<file path="config.mk">
export PLATFORM = sky130hd
export DESIGN_NAME = ddwrl_mix
export DESIGN_NICKNAME = d
export VERILOG_FILES = /design/src/design/ddwrl_pkg.sv /design/src/design/ddwrl_mix.sv
export SDC_FILE = /design/constraint.sdc
export NUM_CORES = 2
export LEC_CHECK = 0
export BUFFER_PORTS_ARGS = -buffer_cell sky130_fd_sc_hd__buf_2
export CAP_MARGIN = 15
export CORE_MARGIN = 4
export CORE_UTILIZATION = 40
export CTS_BUF_LIST = sky130_fd_sc_hd__clkbuf_8
export DETAILED_ROUTE_END_ITERATION = 6
export SYNTH_ARGS = -nofsm -noshare
export SYNTH_HDL_FRONTEND = slang
export SYNTH_SLANG_ARGS = --single-unit
</file>
<file path="constraint.sdc">
create_clock -name clock -period 14.88 [get_ports clock]
set_input_delay 2.976 -clock clock [delete_from_list [all_inputs] [get_ports clock]]
set_output_delay 2.976 -clock clock [all_outputs]
set_load 0.02 [all_outputs]
</file>
<file path="src/design/ddwrl_pkg.sv">
package ddwrl_pkg;

   localparam int unsigned CsrIndexWidth = 3;
   localparam int unsigned CsrDataWidth  = 16;

   typedef enum logic [CsrIndexWidth-1:0] {
      CSR_MAX_SPEED      = 3'd0,
      CSR_MAX_TURN_RATE  = 3'd1,
      CSR_SPEED_PER_TURN = 3'd2,
      CSR_HALF_TRACK     = 3'd3,
      CSR_INVERSE_RADIUS = 3'd4
   } csr_index_type;

   localparam logic [14:0] MaxSpeedReset     = 15'd4096;
   localparam logic [14:0] MaxTurnRateReset  = 15'd16384;
   localparam logic [15:0] SpeedPerTurnReset = 16'd16384;
   localparam logic [15:0] HalfTrackReset    = 16'd16384;
   localparam logic [15:0] InverseRadiusReset = 16'd5120;

   localparam logic signed [23:0] RateMax = 24'sh7FFFFF;
   localparam logic signed [23:0] RateMin = -24'sh800000;

   typedef struct packed {
      logic [14:0] max_speed;
      logic [14:0] max_turn_rate;
      logic [15:0] speed_per_turn;
      logic [15:0] half_track;
      logic [15:0] inverse_radius;
   } cfg_type;

   typedef struct packed {
      logic signed [15:0] speed_cmd;
      logic signed [15:0] turn_cmd;
   } req_type;

   typedef struct packed {
      logic signed [15:0] speed;
      logic signed [31:0] turn;
   } lim_type;

   typedef struct packed {
      logic signed [23:0] right_rate;
      logic signed [23:0] left_rate;
   } rsp_type;

endpackage

</file>
<file path="src/design/ddwrl_mix.sv">
module ddwrl_mix (
   input  logic               clock,
   input  logic               reset,
   input  ddwrl_pkg::cfg_type cfg,
   input  logic               in_valid,
   output logic               in_ready,
   input  ddwrl_pkg::lim_type in_data,
   output logic               out_valid,
   input  logic               out_ready,
   output ddwrl_pkg::rsp_type out_data
);
   import ddwrl_pkg::*;

   logic en4, en5, en6;
   logic v4_ff, v5_ff, v6_ff;

   logic signed [31:0] base;
   logic signed [32:0] sr4_ff, sr4_in, sl4_ff, sl4_in;
   logic signed [49:0] pr5_ff, pr5_in, pl5_ff, pl5_in;
   logic signed [49:0] ir50;
   rsp_type            rsp6_ff, rsp6_in;

   function automatic logic signed [23:0] round_sat(input logic signed [49:0] p);
      logic signed [49:0] r;
      logic signed [25:0] q;
      r = p + 50'sd8388608;
      q = r[49:24];
      if (q[25] == 1'b0 && q[24:23] != 2'b00) begin
         round_sat = RateMax;
      end else if (q[25] == 1'b1 && q[24:23] != 2'b11) begin
         round_sat = RateMin;
      end else begin
         round_sat = q[23:0];
      end
   endfunction

   assign en6      = !v6_ff || out_ready;
   assign en5      = !v5_ff || en6;
   assign en4      = !v4_ff || en5;
   assign in_ready = en4;

   always_comb begin
      base    = {in_data.speed, 16'h0000};
      sr4_in  = 33'(base) + 33'(in_data.turn);
      sl4_in  = 33'(base) - 33'(in_data.turn);
      ir50    = $signed({34'd0, cfg.inverse_radius});
      pr5_in  = 50'(sr4_ff) * ir50;
      pl5_in  = 50'(sl4_ff) * ir50;
      rsp6_in.right_rate = round_sat(pr5_ff);
      rsp6_in.left_rate  = round_sat(pl5_ff);
   end

   always_ff @(posedge clock) begin
      if (reset) begin
         v4_ff <= 1'b0;
         v5_ff <= 1'b0;
         v6_ff <= 1'b0;
      end else begin
         if (en4) v4_ff <= in_valid;
         if (en5) v5_ff <= v4_ff;
         if (en6) v6_ff <= v5_ff;
      end
   end

   always_ff @(posedge clock) begin
      if (en4) begin
         sr4_ff <= sr4_in;
         sl4_ff <= sl4_in;
      end
      if (en5) begin
         pr5_ff <= pr5_in;
         pl5_ff <= pl5_in;
      end
      if (en6) begin
         rsp6_ff <= rsp6_in;
      end
   end

   assign out_valid = v6_ff;
   assign out_data  = rsp6_ff;

endmodule

</file>
==> results.txt <==
hold crit path type: register to register
ANT nets after route: 0
CTS tree: yes
hold path start: v5_ff$_SDFFE_PP0P_
crit path max fanout: 38
Crit path top cell by count: fa_1
Inserted Clock Buffers: 17
layout cell share with drive strength beyond 1: 5.60%
Resized cells post-CTS: 0
Yosys reg bits: 170
Top FF cell, synth: edfxtp_1
Syn Inst Count: 4671
drt wl/cell: 17.7 um
clock skew: 0.0269 ns
period utilisation layout: 69.9%
Vias/cell: 5.00
Netlist cell types: 82
CTS H-tree depth: 4
WL final: 108000 um
initial core utilization: 40.3%
RSZ-0062 raised after global routing: no
Synth Area in Compound Gates: 5.29%
Layout Area Growth over Synthesis: 5.22%
Crit path largest cell delay: 0.67 ns
core footprint: 109000 um2
vias in the first global route: 33.1k
R2R Path Start: sr4_ff[7]$_DFFE_PP_
Die W: 339 um
proportion of synthesized area in mux cells: 0.0342%
register area share after synthesis: 11.5%
Iter 0 DRT Violations: 1890
setup TNS: 0 ns
Top delay family on crit path: adder cells
Synthesis Warnings: 0
final slew viol count: 0
synthesized area: 44000 um2
cts-stage hold buffer count: 0
input/output buffers: 117
Worst-path clk slew: 0.12 ns
crit path DAT: 10.74 ns
Clk Latency, worst-skew pair: 0.58 ns
Setup Viol. Count Final: 0
total track usage: 19.7%
Root Driver: clkbuf_8
initial antenna violation count: 12
filler instances: 10.7k
Highest Clock Rate: 96.1 MHz
crit path capture type: register
largest family of logic cells by synthesized area: adder cells
share of the synthesized area in the top cell type: 45.6%
xor/xnor cell area share of the yosys netlist: 3.19%
# DRC: 0
CP Class: input port to register
worst path cell trace: buf_2 -> buf_4 -> nand2_1 -> fa_1 -> inv_1 -> fa_1 -> fa_1 -> fa_1 -> fa_1 -> inv_1 -> fa_1 -> inv_1 -> ha_1 -> nand4_1 -> nor4_1 -> o211ai_1 -> nand4_1 -> o2111ai_2 -> a31oi_2 -> a31oi_1 -> o31ai_1 -> xor2_1
Post-DP HPWL: 82600 um
Sink Count: 170
floorplan row count: 121
wire length of the first global-routing pass: 181000 um
nets: 6046
max_slew headroom: 36.1%
IO Count: 180
setup bufs post-CTS: 0
critical path's slowest cell: nor4_1
top post-synthesis cells by area: fa_1 46%, edfxtp_1 11%, inv_1 10%, ha_1 7.7%, nand2_1 6.2%
actual slew at the worst max-slew pin: 0.959 ns
Worst setup SP type: input port
die area: 115000 um2
status: finished clean
fin crit period: 10.40 ns
pin count of the biggest net entering global routing: 66
Post-Synth Adder-Cell Area: 53.3%
Post-Synth Simple-Gate Area: 14.5%
Setup WS pre-CTS: 4.03 ns
asr flop ratio synth: 0%
Die H: 339 um
WP data required: 15.21 ns
GR Overflow Total: 0
vias post-DR: 30.4k
global placement routability congestion: 0.850
clk buf depth: 2
number of synthesized flops with an enable pin: 167
syn nets: 6073
DRT Pass-1 Iters: 6
area leader, netlist: fa_1
final setup margin: 4.48 ns
Max Cap Viol: 0
Fin. Hold Viols: 0
CP startpoint: cfg[11]
Mean Syn Cell Area: 9.41 um2
Worst Path Buf+Inv: 5
routing by layer:
layer	global-route usage, %	wire length [um]
met1	28.0	48300
met2	31.8	49900
met3	3.55	7530
met4	4.05	1940
met5	0	32
path summary, 6_finish.rpt:
kind	end	slack, ns	cells after the start
worst min register to register	out_valid$_SDFFE_PP0P_	0.48	2
worst min-delay path	out_valid$_SDFFE_PP0P_	0.48	2
worst max-delay path	pr5_ff[47]$_DFFE_PP_	4.48	22
worst max register to register	pr5_ff[47]$_DFFE_PP_	7.09	22
stage by stage:
| stage | utilization (%) | std cells | hold slack, ns | cell area, um2 |
|---|---|---|---|---|
| floorplan | - | 4671 | 0.432 | 44000 |
| global placement | 42.0 | 6039 | 0.450 | 45800 |
| detailed placement | 42.0 | 6039 | 0.466 | 45800 |
| CTS | 42.4 | 6071 | 0.493 | 46200 |
| global route | 42.4 | 6074 | 0.524 | 46200 |
| finish | 42.4 | 6078 | 0.484 | 46200 |
Yosys cell counts (all sizes together) (9+ instances only):
cell type and number:
a21oi 72, and3 18, nor2 75, o21bai 21, inv 1204, edfxtp 167
fa 1001, a31oi 15, o21ai 85, and2 384, clkbuf 191, a21o 46
nand4 22, xnor2 94, nand2 727, ha 271, nor2b 9, buf 11
xor2 66, o21a 10, nand3 37, nor3 33
placed cells by master, fill, tap and decap left out, drive strengths merged, types with 6 or more instances in the layout:
master	instances
a211oi	8
a21o	46
a21oi	72
a31oi	15
and2	384
and3	18
and4	7
buf	156
clkbuf	17
diode	7
edfxtp	167
fa	1001
ha	271
inv	1212
nand2	727
nand3	37
nand4	22
nor2	75
nor2b	9
nor3	33
nor4	7
o211ai	8
o21a	10
o21ai	85
o21bai	21
o31ai	6
or3	8
xnor2	94
xor2	66
worst min-delay path, stage by stage, from the launching register on:
cell and delay [ns]:
dfxtp_1 0.34, nor2_1 0.05, nor2_1 0.07
state kept, by name, indices dropped and copies added, names as in the netlist:
register and cells:
v5_ff 1, sl4_ff 32, out_valid 1, pr5_ff 27, out_data 48, v4_ff 1, pl5_ff 27, sr4_ff 33
cell families (layout without fill, tap and decap cells):
group | Yosys count | count (layout)
xor gates and xnor gates | 160 | 160
other | 0 | 7
buffers and inverters | 1406 | 1392
adders and majority gates | 1272 | 1272
DFF | 170 | 170
and+or+nand+nor | 1341 | 1341
muxes | 1 | 1
AOI/OAI and AO/OA | 321 | 321
final cells by class:
cell class | count | area [um2] | area share, %
multi-input cells | 3095 | 33600 | 72.6
flip-flops and latches | 170 | 5070 | 11.0
inverters | 1204 | 4520 | 9.77
well taps | 1414 | 1770 | 3.83
repair buffers | 156 | 883 | 1.91
clock buffers | 17 | 234 | 0.506
clock inverters | 15 | 186 | 0.403
diodes | 7 | 17.5 | 0.0379
Power is left out: the tool's default activity adds up to more than one toggle a clock period on the data nets, which glitch-free logic cannot reach.
