===== config.mk =====
export PLATFORM = sky130hd
export DESIGN_NAME = ddwrl_limit
export DESIGN_NICKNAME = d
export VERILOG_FILES = /design/src/design/ddwrl_pkg.sv /design/src/design/ddwrl_limit.sv
export SDC_FILE = /design/constraint.sdc
export NUM_CORES = 2
export LEC_CHECK = 0
export BUFFER_PORTS_ARGS = -buffer_cell sky130_fd_sc_hd__buf_2
export CAP_MARGIN = 40
export CORE_ASPECT_RATIO = 1.4
export CORE_UTILIZATION = 40
export CTS_CLUSTER_DIAMETER = 60
export CTS_CLUSTER_SIZE = 14
export DETAILED_ROUTE_END_ITERATION = 16
export PLACE_DENSITY = 0.65
export SETUP_SLACK_MARGIN = 0.05
export SYNTH_ARGS = -nofsm -noshare
export SYNTH_HDL_FRONTEND = slang
export SYNTH_SLANG_ARGS = --single-unit

===== constraint.sdc =====
create_clock -name clock -period 8.9 [get_ports clock]
set_input_delay 1.78 -clock clock [delete_from_list [all_inputs] [get_ports clock]]
set_output_delay 1.78 -clock clock [all_outputs]
set_load 0.01 [all_outputs]

===== src/design/ddwrl_pkg.sv =====
package ddwrl_pkg;

   localparam int unsigned CsrIndexWidth = 3;
   localparam int unsigned CsrDataWidth  = 16;

   typedef enum logic [CsrIndexWidth-1:0] {
      CSR_MAX_SPEED      = 3'd0,
      CSR_MAX_TURN_RATE  = 3'd1,
      CSR_SPEED_PER_TURN = 3'd2,
      CSR_HALF_TRACK     = 3'd3,
      CSR_INVERSE_RADIUS = 3'd4
   } csr_index_type;

   localparam logic [14:0] MaxSpeedReset     = 15'd4096;
   localparam logic [14:0] MaxTurnRateReset  = 15'd16384;
   localparam logic [15:0] SpeedPerTurnReset = 16'd16384;
   localparam logic [15:0] HalfTrackReset    = 16'd16384;
   localparam logic [15:0] InverseRadiusReset = 16'd5120;

   localparam logic signed [23:0] RateMax = 24'sh7FFFFF;
   localparam logic signed [23:0] RateMin = -24'sh800000;

   typedef struct packed {
      logic [14:0] max_speed;
      logic [14:0] max_turn_rate;
      logic [15:0] speed_per_turn;
      logic [15:0] half_track;
      logic [15:0] inverse_radius;
   } cfg_type;

   typedef struct packed {
      logic signed [15:0] speed_cmd;
      logic signed [15:0] turn_cmd;
   } req_type;

   typedef struct packed {
      logic signed [15:0] speed;
      logic signed [31:0] turn;
   } lim_type;

   typedef struct packed {
      logic signed [23:0] right_rate;
      logic signed [23:0] left_rate;
   } rsp_type;

endpackage


===== src/design/ddwrl_limit.sv =====
module ddwrl_limit (
   input  logic               clock,
   input  logic               reset,
   input  ddwrl_pkg::cfg_type cfg,
   input  logic               in_valid,
   output logic               in_ready,
   input  ddwrl_pkg::req_type in_data,
   output logic               out_valid,
   input  logic               out_ready,
   output ddwrl_pkg::lim_type out_data
);
   import ddwrl_pkg::*;

   logic en1, en2, en3;
   logic v1_ff, v2_ff, v3_ff;

   // stage 1: magnitudes and turn limit
   logic signed [15:0] spd1_ff, spd1_in, trn1_ff, trn1_in;
   logic [15:0]        av1_ff, av1_in, aw1_ff, aw1_in;
   logic               stop1_ff, stop1_in;
   logic signed [16:0] w17, wm17;

   // stage 2: products
   logic signed [15:0] spd2_ff;
   logic               stop2_ff;
   logic [30:0]        pa2_ff, pa2_in, pb2_ff, pb2_in;
   logic [29:0]        pc2_ff, pc2_in;
   logic [31:0]        pd2_ff, pd2_in;
   logic signed [32:0] tprod;
   logic signed [31:0] turn2_ff, turn2_in;

   // stage 3: select limited speed
   lim_type            lim3_ff, lim3_in;
   logic [31:0]        dsum;
   logic signed [16:0] mdiff;
   logic [14:0]        mag;

   assign en3      = !v3_ff || out_ready;
   assign en2      = !v2_ff || en3;
   assign en1      = !v1_ff || en2;
   assign in_ready = en1;

   always_comb begin
      spd1_in  = in_data.speed_cmd;
      trn1_in  = in_data.turn_cmd;
      av1_in   = in_data.speed_cmd[15] ? 16'(-in_data.speed_cmd) : 16'(in_data.speed_cmd);
      aw1_in   = in_data.turn_cmd[15] ? 16'(-in_data.turn_cmd) : 16'(in_data.turn_cmd);
      w17      = 17'(in_data.turn_cmd);
      wm17     = $signed({2'b00, cfg.max_turn_rate});
      stop1_in = (w17 >= wm17) || (w17 <= -wm17);
   end

   always_comb begin
      pa2_in   = 31'(av1_ff) * 31'(cfg.max_turn_rate);
      pb2_in   = 31'(aw1_ff) * 31'(cfg.max_speed);
      pc2_in   = 30'(cfg.max_speed) * 30'(cfg.max_turn_rate);
      pd2_in   = 32'(aw1_ff) * 32'(cfg.speed_per_turn) + 32'h8000;
      tprod    = 33'(trn1_ff) * $signed({17'd0, cfg.half_track});
      turn2_in = tprod[31:0];
   end

   always_comb begin
      dsum  = 32'(pa2_ff) + 32'(pb2_ff);
      mdiff = $signed({2'b00, cfg.max_speed}) - $signed({1'b0, pd2_ff[31:16]});
      mag   = mdiff[16] ? 15'd0 : mdiff[14:0];
      lim3_in.turn = turn2_ff;
      if (stop2_ff) begin
         lim3_in.speed = 16'sd0;
      end else if (dsum <= 32'(pc2_ff)) begin
         lim3_in.speed = spd2_ff;
      end else if (spd2_ff[15]) begin
         lim3_in.speed = -$signed({1'b0, mag});
      end else begin
         lim3_in.speed = $signed({1'b0, mag});
      end
   end

   always_ff @(posedge clock) begin
      if (reset) begin
         v1_ff <= 1'b0;
         v2_ff <= 1'b0;
         v3_ff <= 1'b0;
      end else begin
         if (en1) v1_ff <= in_valid;
         if (en2) v2_ff <= v1_ff;
         if (en3) v3_ff <= v2_ff;
      end
   end

   always_ff @(posedge clock) begin
      if (en1) begin
         spd1_ff  <= spd1_in;
         trn1_ff  <= trn1_in;
         av1_ff   <= av1_in;
         aw1_ff   <= aw1_in;
         stop1_ff <= stop1_in;
      end
      if (en2) begin
         spd2_ff  <= spd1_ff;
         stop2_ff <= stop1_ff;
         pa2_ff   <= pa2_in;
         pb2_ff   <= pb2_in;
         pc2_ff   <= pc2_in;
         pd2_ff   <= pd2_in;
         turn2_ff <= turn2_in;
      end
      if (en3) begin
         lim3_ff <= lim3_in;
      end
   end

   assign out_valid = v3_ff;
   assign out_data  = lim3_ff;

endmodule


==> impl_results.md <==
- Initial Utilization: 0.403
- Vias: 38,558
- Vias in the first global route: 41,316
- Fillers: 12,693
- Post-route ant nets: 0
- Crit-path cells: buf_2 -> nand2_1 -> fa_1 -> fa_1 -> fa_1 -> inv_1 -> fa_1 -> fa_1 -> inv_1 -> fa_1 -> inv_1 -> ha_1 -> a211oi_1 -> o211ai_1 -> a21o_1 -> a21oi_1 -> o311ai_1 -> a21oi_1 -> o21bai_1 -> a211oi_1 -> nor2_1
- Setup TNS: 0 ns
- I/O Pins: 164
- Layout area overhead: 7.35%
- Syn Inst Count: 5,614
- Worst Path Buf+Inv: 4
- Hold_buf cts: 0
- Gr usage total: 0.211
- Drt total wl: 140 mm
- Drt initial violations: 2,037
- Slowest stage delay, CP: about 0.53 ns
- Maxcap violations: 0
- CP max FO: 16
- Crit path DAT: ~8 ns
- # Post-CTS Setup Buffers: 0
- Setup CP Type: in2reg
- Layout cells sized above 1: 0.0538
- Unrepaired setup endpoints after global routing: false
- # rows: 158
- Worst Tran Pin Value: 1.00 ns
- Avg Inst Size Synth: 9.50 sq um
- Insertion delay to the later sink of the worst-skew pair: 0.64 ns
- Most common flop cell mapped by yosys: edfxtp_1
- Period minus WS final: 7.70 ns
- First-pass detailed-route iteration total: 6
- # DRC: 0
- Root Buffer: clkbuf_16
- Setup crit end kind: flop
- Area of the multi-input gates: between 0.03 and 0.04 sq mm
- PostCTS Resize Cnt: 0
- Avg WL per Cell: 18.8 microns
- Setup violators final: 0
- # H-tree levels: 1
- Crit start category: input port
- Remaining Overflow, GRT: 0
- CP top delay family: adder cells
- First-pass GRT wire length: 222 mm
- CTS Buffer Depth: 3
- Port Buffers: 147
- Final Skew: ~0.032 ns
- Grt met3 use: 0.0281
- Most Crowded Layer GR: met2
- Clock sink count: between 200 and 300
- Worst hold-check path type: reg2reg
- Slew margin rel.: 0.330
- Most frequent CP cell: fa_1
- Final hold viol count: 0
- Met2 Track Usage GR: 0.388
- Unique masters post-synth: 89
- FF/Latch Area: 0.00811 sq mm
- Initial antenna violation count: 16
- Syn Nets: around 7,300
- Leading cell type in the layout, fill and taps excluded: inv_1
- Core Region: 0.132 sq mm
- Top cell type's share of synthesized area: 0.344
- FF+latch count, synth: 271
- Die area: between 0.1 and 0.15 sq mm
- Met1 GRT Util: 0.239
- Post-Syn Area: ~0.053 sq mm
- Commonest non-fill, non-tap cells in the layout: inv_1 (1,173), fa_1 (916), nand2_1 (676), and2_1 (631), ha_1 (625)
- Sequential share of the synthesized area: 0.152
- Status: finished, final reports clean
- DP HPWL: between 100 and 150 mm
- Die height: 434 microns
- Largest net degree at the start of global routing: 93
- Routability cong.: 0.929
- TritonCTS clock tree: yes
- Worst Path Required: 9.29 ns
- Number of synthesized flops with an enable pin: approximately 270
- Critical path's slowest cell: fa_1
- Synth warn: 0
- Final #Nets: around 7,300
- Top post-synthesis cells by area: fa_1 (34%), edfxtp_1 (15%), ha_1 (15%), inv_1 (8.3%), and2_1 (7.4%)
- Die W: 311 microns
- FMAX: roughly 130 MHz
- Asr flop ratio synth: 0
- CTS buffer count: 30
- Final worst-path cycle share: 0.865
- Max-slew violations: 0
- Area leader, netlist: fa_1
- Reg clk slew, reported paths: 0.06 ns
- Drt via density: 5.18
[metrics by stage]
step                setup WS [ns]  std cells  hold WS (ns)  cell area (sq um)  utilization
CTS                          1.19       7428         0.417              57200        0.433
global route                0.868       7434         0.416              57200        0.433
finish                       1.20       7437         0.415              57200        0.433
global placement            0.536       7366         0.402              55900        0.423
detailed placement          0.531       7378         0.405              56200        0.425
floorplan                    1.12       5614         0.400              53300            -
[registers in the layout, indices dropped and copies added, names as in the netlist, 30 cells and up]
| name | cells |
|---|---|
| out_data | 48 |
| turn2_ff | 32 |
| pa2_ff | 31 |
| pb2_ff | 31 |
| pc2_ff | 30 |
[metal layers]
| layer | wire (microns) | part of all wire |
|---|---|---|
| met3 | 7280 | 0.052 |
| met4 | 7240 | 0.052 |
| met5 | 91 | 0.00065 |
| met1 | 52600 | 0.38 |
| met2 | 72600 | 0.52 |
[cell families (layout without fill, tap and decap cells)]
logic type / count (synthesis) / after routing / share of synthesized area
AND/OR/NAND/NOR: 1683 / 1683 / 0.159
adder cells (fa/ha/maj): 1541 / 1541 / 0.491
buffers and inverters: 1395 / 1450 / 0.0984
AO/OA/AOI/OAI: 512 / 512 / 0.0642
flip-flops: 271 / 271 / 0.152
XOR/XNOR: 206 / 206 / 0.0338
multiplexers: 6 / 6 / 0.00136
other: 0 / 8 / 0
[worst register-to-register path, cell delays in order, from the launching register on]
cell and delay (ns):
edfxtp_1 1.01, buf_4 0.40, nand2_1 0.11, fa_1 0.48, fa_1 0.55, inv_1 0.06
fa_1 0.55, fa_1 0.44, fa_1 0.52, inv_1 0.05, fa_1 0.49, inv_1 0.05
ha_1 0.32, and3_1 0.25, a221oi_1 0.43, nor2_1 0.07, a41oi_1 0.21, o21ai_0 0.16
o41ai_1 0.57, o31ai_1 0.19, a21oi_1 0.21, xnor2_1 0.09
[path summary, 6_finish.rpt]
kind	start	end	slack [ns]	cells after the start
setup / recovery	cfg[34]	pd2_ff[25]$_DFFE_PP_	1.20	21
hold / removal	turn2_ff[27]$_DFFE_PP_	out_data[27]$_DFFE_PP_	0.41	0
setup reg to reg	aw1_ff[7]$_DFFE_PP_	pb2_ff[30]$_DFFE_PP_	1.44	21
hold reg to reg	turn2_ff[27]$_DFFE_PP_	out_data[27]$_DFFE_PP_	0.41	0
[synthesized netlist by cell type (22+ instances only)]
library cell	count
or3_1	23
o21a_1	28
nand4_1	26
o21ai_0	77
a211oi_1	26
xnor2_1	150
xor2_1	56
fa_1	916
clkbuf_1	214
nand2b_1	33
edfxtp_1	268
ha_1	625
and2_1	631
nor3_1	51
nand2_1	677
a21o_1	67
inv_1	1175
o21bai_1	35
nand3_1	33
nor2_1	128
nor2b_1	22
a21oi_1	155
[final cells by class]
| type | instances | share of cell area |
|---|---|---|
| clock buffer | 34 | 0.0136 |
| clock inverter | 16 | 0.00385 |
| timing repair buffer | 224 | 0.0265 |
| antenna | 8 | 0.000350 |
| tap | 1760 | 0.0385 |
| inverter | 1176 | 0.0772 |
| multi-input combinational | 3948 | 0.698 |
| sequential | 271 | 0.142 |
Power is not shown: default switching activity piles up to over one toggle a cycle in this logic, so the estimate is an artifact.
